===== src/rtl/core/almt_pkg.sv =====
// Shared types and constants for the audio level meter and loudness trigger.
package almt_pkg;

  localparam int SAMPLE_W       = 32;
  localparam int THR_W          = 16;
  localparam int SUM_W          = 39;
  localparam int CNT_W          = 8;
  localparam int LED_BAR_W      = 10;
  localparam int LED_CNT_W      = 4;
  localparam int FS_SHIFT       = 31;
  localparam int LEDS_DEF       = 10;
  localparam int MAX_BLOCK_DEF  = 128;

  localparam logic [THR_W-1:0] THR_RESET = 16'h8000;

  typedef enum logic [1:0] {
    ST_ACC,
    ST_PREP,
    ST_ITER,
    ST_DONE
  } almt_state_e;

  typedef struct packed {
    logic accept;
    logic prep;
    logic iter;
    logic finish;
  } almt_cmd_t;

  typedef struct packed {
    logic block_end;
    logic iter_last;
    logic out_free;
  } almt_sts_t;

endpackage


===== src/rtl/core/audio_level_meter_trigger_core.sv =====
// The result beat is offered once the closing beat has gone through the prepare, compare
// and hand-off states; compare tries one LED count per cycle, hand-off waits for a free
// output register. Samples are taken one a cycle, but only in the accumulate state.
// A finished result waits in the output register while the next block accumulates.
// Reset is asynchronous and active low: it empties the accumulator, drops the output
// beat and restores the loudness threshold to one half of full scale.
module audio_level_meter_trigger_core
  import almt_pkg::*;
#(
  parameter int LEDS      = LEDS_DEF,
  parameter int MAX_BLOCK = MAX_BLOCK_DEF
) (
  input  logic                 clk_i,
  input  logic                 rst_ni,
  input  logic                 in_valid_i,
  output logic                 in_ready_o,
  input  logic [SAMPLE_W-1:0]  sample_i,
  input  logic                 last_i,
  input  logic                 cfg_valid_i,
  output logic                 cfg_ready_o,
  input  logic [THR_W-1:0]     cfg_data_i,
  output logic                 out_valid_o,
  input  logic                 out_ready_i,
  output logic [LED_BAR_W-1:0] led_bar_o,
  output logic [LED_CNT_W-1:0] led_count_o,
  output logic                 loud_o
);

  // The controller walks through four phases: accumulate, prepare, compare and
  // hand off. Only the accumulate phase takes sample beats; a block closes on a
  // beat marked last or when the sample count reaches MAX_BLOCK.
  almt_cmd_t cmd;
  almt_sts_t sts;

  // Always ready; the user writes the threshold register only while idle; unchecked.
  assign cfg_ready_o = 1'b1;

  almt_ctrl u_ctrl (
    .clk_i      (clk_i),
    .rst_ni     (rst_ni),
    .in_valid_i (in_valid_i),
    .sts_i      (sts),
    .in_ready_o (in_ready_o),
    .cmd_o      (cmd)
  );

  // The datapath holds the running sum and count, works out the LED count by
  // exact integer comparison of k^2 * n * (2^31 - 1) against LEDS^2 * sum, and
  // compares the sum against the threshold scaled by the same denominator.
  almt_datapath #(
    .LEDS      (LEDS),
    .MAX_BLOCK (MAX_BLOCK)
  ) u_datapath (
    .clk_i       (clk_i),
    .rst_ni      (rst_ni),
    .cmd_i       (cmd),
    .sts_o       (sts),
    .sample_i    (sample_i),
    .last_i      (last_i),
    .cfg_valid_i (cfg_valid_i),
    .cfg_data_i  (cfg_data_i),
    .out_ready_i (out_ready_i),
    .out_valid_o (out_valid_o),
    .led_bar_o   (led_bar_o),
    .led_count_o (led_count_o),
    .loud_o      (loud_o)
  );

  // A new result is only loaded when the previous one has gone or is leaving.
  a_no_overwrite: assert property (@(posedge clk_i) disable iff (!rst_ni)
    cmd.finish |-> (!out_valid_o || out_ready_i))
    else $error("result loaded over an untaken result");

  // No sample beat is taken while a block is being evaluated.
  a_no_accept_busy: assert property (@(posedge clk_i) disable iff (!rst_ni)
    (cmd.prep || cmd.iter || cmd.finish) |-> !in_ready_o)
    else $error("sample accepted during evaluation");

  // The controller issues at most one command per cycle.
  a_one_cmd: assert property (@(posedge clk_i) disable iff (!rst_ni)
    $onehot0({cmd.accept, cmd.prep, cmd.iter, cmd.finish}))
    else $error("conflicting datapath commands");

  // A closing beat always leads into the preparation phase.
  a_close_to_prep: assert property (@(posedge clk_i) disable iff (!rst_ni)
    (cmd.accept && sts.block_end) |=> cmd.prep)
    else $error("block close not followed by evaluation");

endmodule


===== src/rtl/core/almt_ctrl.sv =====
// Sequencer for accumulation, block evaluation and result hand-off.
module almt_ctrl
  import almt_pkg::*;
(
  input  logic      clk_i,
  input  logic      rst_ni,
  input  logic      in_valid_i,
  input  almt_sts_t sts_i,
  output logic      in_ready_o,
  output almt_cmd_t cmd_o
);

  almt_state_e state_q, state_d;

  always_ff @(posedge clk_i or negedge rst_ni) begin
    if (!rst_ni) begin
      state_q <= ST_ACC;
    end else begin
      state_q <= state_d;
    end
  end

  always_comb begin
    state_d = state_q;
    unique case (state_q)
      ST_ACC: begin
        if (in_valid_i && sts_i.block_end) begin
          state_d = ST_PREP;
        end
      end
      ST_PREP: begin
        state_d = ST_ITER;
      end
      ST_ITER: begin
        if (sts_i.iter_last) begin
          state_d = ST_DONE;
        end
      end
      ST_DONE: begin
        if (sts_i.out_free) begin
          state_d = ST_ACC;
        end
      end
      default: state_d = ST_ACC;
    endcase
  end

  always_comb begin
    in_ready_o = 1'b0;
    cmd_o      = '0;
    unique case (state_q)
      ST_ACC: begin
        in_ready_o   = 1'b1;
        cmd_o.accept = in_valid_i;
      end
      ST_PREP: begin
        cmd_o.prep = 1'b1;
      end
      ST_ITER: begin
        cmd_o.iter = 1'b1;
      end
      ST_DONE: begin
        cmd_o.finish = sts_i.out_free;
      end
      default: begin
        in_ready_o = 1'b0;
      end
    endcase
  end

endmodule


===== src/rtl/core/almt_datapath.sv =====
// Accumulator, exact level comparisons and output register of the level meter.
module almt_datapath
  import almt_pkg::*;
#(
  parameter int LEDS      = LEDS_DEF,
  parameter int MAX_BLOCK = MAX_BLOCK_DEF
) (
  input  logic                 clk_i,
  input  logic                 rst_ni,
  input  almt_cmd_t            cmd_i,
  output almt_sts_t            sts_o,
  input  logic [SAMPLE_W-1:0]  sample_i,
  input  logic                 last_i,
  input  logic                 cfg_valid_i,
  input  logic [THR_W-1:0]     cfg_data_i,
  input  logic                 out_ready_i,
  output logic                 out_valid_o,
  output logic [LED_BAR_W-1:0] led_bar_o,
  output logic [LED_CNT_W-1:0] led_count_o,
  output logic                 loud_o
);

  localparam int KW      = $clog2(LEDS + 1);
  localparam int EW      = SUM_W + $clog2((LEDS + 1) * (LEDS + 1) + 1);
  localparam int LEDS_SQ = LEDS * LEDS;
  localparam int TN_W    = THR_W + CNT_W;
  localparam int LW      = SUM_W + THR_W;
  localparam int N3_W    = CNT_W + 2;
  localparam int CX_W    = LED_CNT_W + 1;

  logic [THR_W-1:0]     thr_q;
  logic [SUM_W-1:0]     sum_q;
  logic [CNT_W-1:0]     cnt_q;
  logic [EW-1:0]        kk_q, step_q, dbl_q, scaled_q;
  logic [TN_W-1:0]      tn_q;
  logic [KW-1:0]        k_q, count_q;
  logic                 loud_q;
  logic                 out_valid_q;
  logic [LED_BAR_W-1:0] led_bar_q;
  logic [LED_CNT_W-1:0] led_count_q;
  logic                 loud_out_q;

  logic [SAMPLE_W-1:0]  mag_c;
  logic [SUM_W-1:0]     sum_next_c;
  logic [CNT_W-1:0]     cnt_next_c;
  logic [N3_W-1:0]      n3_c;
  logic [EW-1:0]        den_c, step3_c;
  logic [CX_W-1:0]      count_ext_c;
  logic [LED_BAR_W-1:0] bar_c;
  logic                 loud_c;

  // Magnitude of a two's complement sample; the most negative value gives 2^31.
  assign mag_c      = sample_i[SAMPLE_W-1] ? (~sample_i + 1'b1) : sample_i;
  assign sum_next_c = sum_q + SUM_W'(mag_c);
  assign cnt_next_c = cnt_q + 1'b1;

  // Denominator n * (2^31 - 1) and 3n * (2^31 - 1) by shift and subtract.
  assign n3_c    = {1'b0, cnt_q, 1'b0} + N3_W'(cnt_q);
  assign den_c   = (EW'(cnt_q) << FS_SHIFT) - EW'(cnt_q);
  assign step3_c = (EW'(n3_c) << FS_SHIFT) - EW'(n3_c);

  assign loud_c = (LW'(sum_q) << THR_W) > ((LW'(tn_q) << FS_SHIFT) - LW'(tn_q));

  assign count_ext_c = CX_W'(count_q);

  always_comb begin
    for (int i = 0; i < LED_BAR_W; i++) begin
      bar_c[i] = count_ext_c > CX_W'(i);
    end
  end

  assign sts_o.block_end = last_i || (cnt_next_c >= CNT_W'(MAX_BLOCK));
  assign sts_o.iter_last = (k_q == KW'(LEDS));
  assign sts_o.out_free  = !out_valid_q || out_ready_i;

  always_ff @(posedge clk_i or negedge rst_ni) begin
    if (!rst_ni) begin
      thr_q       <= THR_RESET;
      sum_q       <= '0;
      cnt_q       <= '0;
      out_valid_q <= 1'b0;
    end else begin
      if (cfg_valid_i) begin
        thr_q <= cfg_data_i;
      end
      if (cmd_i.accept) begin
        sum_q <= sum_next_c;
        cnt_q <= cnt_next_c;
      end else if (cmd_i.finish) begin
        sum_q <= '0;
        cnt_q <= '0;
      end
      if (cmd_i.finish) begin
        out_valid_q <= 1'b1;
      end else if (out_ready_i) begin
        out_valid_q <= 1'b0;
      end
    end
  end

  // k^2 * denom is walked up by odd multiples of denom, one candidate a cycle.
  always_ff @(posedge clk_i) begin
    if (cmd_i.prep) begin
      kk_q     <= den_c;
      step_q   <= step3_c;
      dbl_q    <= den_c << 1;
      scaled_q <= EW'(sum_q) * EW'(LEDS_SQ);
      tn_q     <= TN_W'(thr_q) * TN_W'(cnt_q);
      k_q      <= KW'(1);
      count_q  <= '0;
    end else if (cmd_i.iter) begin
      if (kk_q <= scaled_q) begin
        count_q <= k_q;
      end
      kk_q   <= kk_q + step_q;
      step_q <= step_q + dbl_q;
      k_q    <= k_q + 1'b1;
      loud_q <= loud_c;
    end
    if (cmd_i.finish) begin
      led_bar_q   <= bar_c;
      led_count_q <= count_ext_c[LED_CNT_W-1:0];
      loud_out_q  <= loud_q;
    end
  end

  assign out_valid_o = out_valid_q;
  assign led_bar_o   = led_bar_q;
  assign led_count_o = led_count_q;
  assign loud_o      = loud_out_q;

endmodule

===== config.mk =====
export PLATFORM = sky130hd
export DESIGN_NAME = audio_level_meter_trigger_core
export DESIGN_NICKNAME = d
export VERILOG_FILES = /design/src/rtl/core/almt_pkg.sv /design/src/rtl/core/audio_level_meter_trigger_core.sv /design/src/rtl/core/almt_ctrl.sv /design/src/rtl/core/almt_datapath.sv
export SDC_FILE = /design/constraint.sdc
export NUM_CORES = 1
export LEC_CHECK = 0
export BUFFER_PORTS_ARGS = -buffer_cell sky130_fd_sc_hd__clkbuf_2
export CORE_UTILIZATION = 65
export CTS_CLUSTER_DIAMETER = 80
export CTS_CLUSTER_SIZE = 8
export DETAILED_ROUTE_END_ITERATION = 6
export GPL_TIMING_DRIVEN = 0
export HOLD_SLACK_MARGIN = 0.02
export PLACE_DENSITY_LB_ADDON = 0.08
export SLEW_MARGIN = 10
export SYNTH_ARGS = -nofsm -noshare
export SYNTH_HDL_FRONTEND = slang
export SYNTH_SLANG_ARGS = --single-unit

===== constraint.sdc =====
create_clock -name clk_i -period 8.1 [get_ports clk_i]
set_clock_uncertainty 0.2 [all_clocks]
set_input_delay 0.81 -clock clk_i [delete_from_list [all_inputs] [get_ports clk_i]]
set_output_delay 0.81 -clock clk_i [all_outputs]
set_load 0.01 [all_outputs]

* Yosys cells after proc, flatten, opt, wreduce, memory -nomap -nowiden *
Cells that the tools add are included.

cells by class
  multipliers = 2
  equality and inequality tests = 7
  magnitude comparators = 13
  reductions and logical operators = 11
  bitwise gates (word level) = 2
  mux-type cells = 20
  add/subtract/negate cells = 10

operators with widths
  cell                                                                  number
  46-bit two-way mux                                                    4
  46-bit adder                                                          2
  39-bit two-way mux                                                    2
  55-bit > comparator                                                   1
  55-bit by 24-bit subtractor with 55-bit output                        1
  46-bit <= comparator                                                  1
  39-bit by 5-bit multiplier with 44-bit output, second input constant  1
  41-bit by 10-bit subtractor with 42-bit output                        1
  39-bit by 8-bit subtractor with 40-bit output                         1
  39-bit by 32-bit adder with 39-bit output                             1
  32-bit by 1-bit adder with 32-bit output, second input constant       1
  32-bit two-way mux                                                    1
  32-bit inverter                                                       1
  16-bit by 8-bit multiplier with 24-bit output                         1
  4-bit by 3-bit > comparator with 1-bit output, second input constant  4
  8-bit two-way mux                                                     2
  9-bit by 8-bit adder with 10-bit output                               1
  8-bit by 1-bit adder with 8-bit output, second input constant         1
  8-bit >= comparator, second input constant                            1
  4-bit by 1-bit > comparator with 1-bit output, second input constant  2
  4-bit by 2-bit > comparator with 1-bit output, second input constant  2
  4-bit > comparator, second input constant                             2
  2-bit case mux with 4 select lines                                    1
  1-bit two-way mux                                                     7
  15 further kinds                                                      23

storage, ports and cells
  flip-flop bits (word level) = 295
  input port bits = 54
  logic and storage cells = 81
  output and inout bits = 18

* Depth between registers and ports, before layout *
  depth after elaboration = 6
  gate-level depth with buffers = 22
  mapped depth without buffers = 21

* Modules after synthesis *
A second synthesis with hierarchy kept.

unflattened totals
  cell total of the unflattened synthesis = 3127
  area, all modules = 28673.8 µm²

by module, submodules not included
  module                          seq. area each (µm²)  area an instance (µm²)  instances  cells each
  almt_datapath                   7768.7                28483.6                 1          3107
  almt_ctrl                       50.0                  178.9                   1          18
  audio_level_meter_trigger_core  0.0                   11.3                    1          2

* Worst setup path after synthesis *
Ideal clock, no wire load.

  kind = register to register
  start point = register u_datapath.cnt_q[6]
  end point = register u_datapath.tn_q[23], data pin
  arrival = 5.213 ns
  clock period less this slack = 5.673 ns
  stages on the path, launching flop included = 20
  data required time = 7.640 ns
  buffers on the path = 2
  library setup time = 0.260 ns
  path slack = 2.427 ns
  cell sequence = dfrtp_1 -> clkbuf_1 -> clkbuf_1 -> and2_1 -> fa_1 -> fa_1 -> fa_1 -> inv_1 -> fa_1 -> inv_1 -> ha_1 -> a21o_1 -> a21oi_1 -> inv_1 -> a2111oi_0 -> a21bo_2 -> a31oi_1 -> a21o_1 -> a21oi_1 -> xnor2_1

on the way
  word-level cells in the longest chain between the ends = 1

ends and longest elaborated chain
  what                                           line                  text
  start: declaration                             almt_datapath.sv:33   logic [CNT_W-1:0] cnt_q;
  start signal: assignment                       almt_datapath.sv:88   cnt_q <= cnt_next_c;
  16-bit by 8-bit multiplier with 24-bit output  almt_datapath.sv:108  tn_q <= TN_W'(thr_q) * TN_W'(cnt_q);
  end signal: assignment                         almt_datapath.sv:108
  end: declaration                               almt_datapath.sv:35   logic [TN_W-1:0] tn_q;

Every way passes these cells.
A chain may end at the register's enable or synchronous reset.

* Worst setup path in the final report *
Ends and elaborated chain as after synthesis.

==> results.ini <==
[logic_synthesis]
ys_seq_elements=274
netlist_area_mm2=0.0286
avgSynthCellArea_um2=9.03
synth_edf_count=200
yosys_warnings=0
netlist_instances=3163
ys_types=83
yosysSeqAreaShare_pct=27.4
async_flop_share_pct=24.1
syn_nets=3736
synth_flop_cell=edfxtp_1

[cells_and_area]
drive_gt1_share_pct=5.09
fillCellCount=3357
area_growth_pct=8.41
nNetsFinal=3852
n_antenna_cell=0

[worst_setup_path]
arrival_ns=6.89
r2r_cells=19
startpoint_type=register
path_class=register to register
reg2reg_to=u_datapath.tn_q[23]
ff2ff_setup_slack_ns=1.32
cp_max_fo=10
crit_path_end_kind=register
r2r-start=u_datapath.cnt_q[6]
crit_required_ns=8.21

[clock_tree]
clockBufferDepth=3
post_cts_resized=0
clkSinkCount=274
post_cts_buffers=0
cts-htree-levels=2
clk_pin_slew_ns=0.05
root_buffer=clkbuf_16
cts_buffers=41
cts_tree=built
clock_latency_ns=0.59

[die]
die_y_um=212
die_area_mm2=0.0448
ioPinCount=72
die_w_um=212
fp.coreArea_mm2=0.0432
start_util_pct=66.2
num_rows=76

[timing]
hold_violations=0
post-route-period-util_pct=83.7
rsz0062_at_grt=false
tns_ns=0
tightestPinTransition_ns=1.12
slew_violations=0
setup_viol=0
fin_crit_ns=6.78
slew_headroom_pct=24.6
max_freq_mhz=148

[route]
dr.pass1.iters=6
routed_via_density=6.17
drc_errors=0
ant_nets=0
route.detailed.wl_per_inst_um=20.0
wl_mm=77.6
drt_iter0_drc=1644
vias=23957

[hold_path]
hp-start=u_datapath.loud_q
hold_class=register to register
hold_end=u_datapath.loud_o
min_delay_path_depth=0

[placed_design]
place_congestion=1.02
dpl.hpwl_mm=60.7
io_buffers=69

[status]
status=finished clean

[global_routing]
grt_overflow=0
antenna_found_initial=1
grt_pass1_wl_mm=124
grt_util_all_layers_pct=35.2
grt_pass1_vias=23926
grt_max_degree=55

[run]
maxCapViolCount=0

==> critical path, cell delays in order, from the launching register on <==
cell and delay, ns:
dfrtp_1 0.41, clkbuf_1 0.60, clkbuf_1 0.47, and2_1 0.23, fa_1 0.44, fa_1 0.53
fa_1 0.56, inv_1 0.06, fa_1 0.54, inv_1 0.04, ha_1 0.34, a21o_1 0.17
a21oi_1 0.20, inv_1 0.06, a2111oi_0 0.77, a21bo_2 0.27, a31oi_1 0.13, a21o_1 0.21
a21oi_1 0.17, xnor2_1 0.08
==> how the worst max path moves through the flow <==
stage,from,end,slack [ns],cells past startpoint
floorplan,u_datapath.cnt_q[6],u_datapath.tn_q[23],2.43,19
global placement,u_datapath.cnt_q[6],u_datapath.tn_q[23],1.62,19
detailed placement,u_datapath.cnt_q[6],u_datapath.tn_q[23],1.44,19
CTS,u_datapath.cnt_q[6],u_datapath.tn_q[23],1.41,19
global route,u_datapath.cnt_q[6],u_datapath.tn_q[23],1.12,19
finish,u_datapath.cnt_q[6],u_datapath.tn_q[23],1.32,19
==> cell families after synthesis <==
kind of cell | Yosys count | share of synthesized area, %
flops | 274 | 27.4
simple gates | 790 | 13.7
xor+xnor | 242 | 7.42
buf+inv | 488 | 6.48
compound gates | 820 | 18.0
mux | 29 | 1.09
other cells | 1 | 0.0131
fa+ha+maj | 519 | 25.9
==> per-stage QoR <==
stage	util (%)	hold WS (ns)	cells	cell area (um2)	setup slack, ns
after floorplan	-	0.200	3163	28600	2.43
after global placement	68.7	0.206	3817	29600	1.62
after detailed placement	68.9	0.206	3820	29800	1.44
after CTS	71.7	0.217	3885	31000	1.41
after global routing	71.7	0.220	3885	31000	1.12
final	71.7	0.215	3885	31000	1.32
==> area by class of cell <==
class	count	area, um2	share of cell area (%)
multi-input cells	2401	18900	61.1
flip-flops and latches	274	7820	25.2
inverters	398	1500	4.84
clock buffers	61	1160	3.76
well taps	585	732	2.36
repair buffers	73	440	1.42
plain buffers	90	353	1.14
clock inverters	3	41.3	0.133
==> synth_stat cells, types with 6 or more instances <==
| cell type | instances | area share, % |
|---|---|---|
| nor2_1 | 156 | 2.0 |
| nand3b_1 | 6 | 0.16 |
| nand2b_1 | 42 | 0.92 |
| ha_1 | 397 | 17 |
| clkbuf_1 | 76 | 1.0 |
| nor4_1 | 13 | 0.28 |
| fa_1 | 122 | 8.5 |
| a211oi_1 | 26 | 0.68 |
| nand2_1 | 220 | 2.9 |
| dfxtp_1 | 8 | 0.56 |
| a31oi_1 | 32 | 0.70 |
| a21boi_0 | 7 | 0.18 |
| and2_1 | 107 | 2.3 |
| o2111ai_1 | 7 | 0.21 |
| buf_1 | 9 | 0.12 |
| o211ai_1 | 16 | 0.42 |
| xnor2_1 | 154 | 4.7 |
| mux2i_1 | 12 | 0.42 |
| a21o_1 | 130 | 3.4 |
| or2_2 | 10 | 0.22 |
| o31ai_1 | 27 | 0.71 |
| nand3_1 | 71 | 1.2 |
| o21ai_1 | 7 | 0.12 |
| o21a_1 | 25 | 0.66 |
| o21ai_0 | 227 | 4.0 |
| or3_1 | 16 | 0.35 |
| nand4_1 | 46 | 1.0 |
| or4_1 | 8 | 0.21 |
| and3_1 | 21 | 0.46 |
| a2111oi_0 | 7 | 0.21 |
| o31a_1 | 6 | 0.18 |
| inv_1 | 396 | 5.2 |
| nor2b_1 | 20 | 0.44 |
| a21oi_1 | 210 | 3.7 |
| o41ai_1 | 7 | 0.21 |
| o21bai_1 | 27 | 0.71 |
| dfrtp_1 | 65 | 5.7 |
| mux2_2 | 17 | 0.67 |
| nor3_1 | 40 | 0.70 |
| xor2_1 | 88 | 2.7 |
| edfxtp_1 | 200 | 21 |
==> cell usage in the layout (no fill, tap or decap), types with 71 or more instances in the layout <==
cell	instances
nand3_1	71
xnor2_1	154
xor2_1	88
edfxtp_1	200
ha_1	395
o21ai_0	227
nor2_1	156
a21oi_1	210
a21o_1	130
inv_1	396
nand2_1	220
fa_1	122
clkbuf_1	92
and2_1	107
==> metal layers <==
metal	share of wire, %	vias to the layer above	track usage (%)
met2	48	872	60.6
li1	-	11379	-
met3	6.6	223	4.87
met4	4.4	0	16.0
met5	0	-	0
met1	41	11483	44.0
==> what timing repair did <==
action	CTS	global route
endpoints found under the setup margin	0	0
endpoints found under the hold margin	12	0
hold buffers	1	0
==> sequential cells by signal (all words and copies together) (netlist names) <==
name / count
u_ctrl.state_q: 2
u_datapath.scaled_q: 44
u_datapath.led_count_o: 4
u_datapath.loud_o: 1
u_datapath.out_valid_o: 1
u_datapath.cnt_q: 8
u_datapath.led_bar_o: 10
u_datapath.thr_q: 16
u_datapath.loud_q: 1
u_datapath.dbl_q: 24
u_datapath.k_q: 4
u_datapath.kk_q: 46
u_datapath.sum_q: 39
u_datapath.tn_q: 24
u_datapath.step_q: 46
u_datapath.count_q: 4
Power is left out: the tool's default activity adds up to more than one toggle a clock period on the data nets, which glitch-free logic cannot reach.
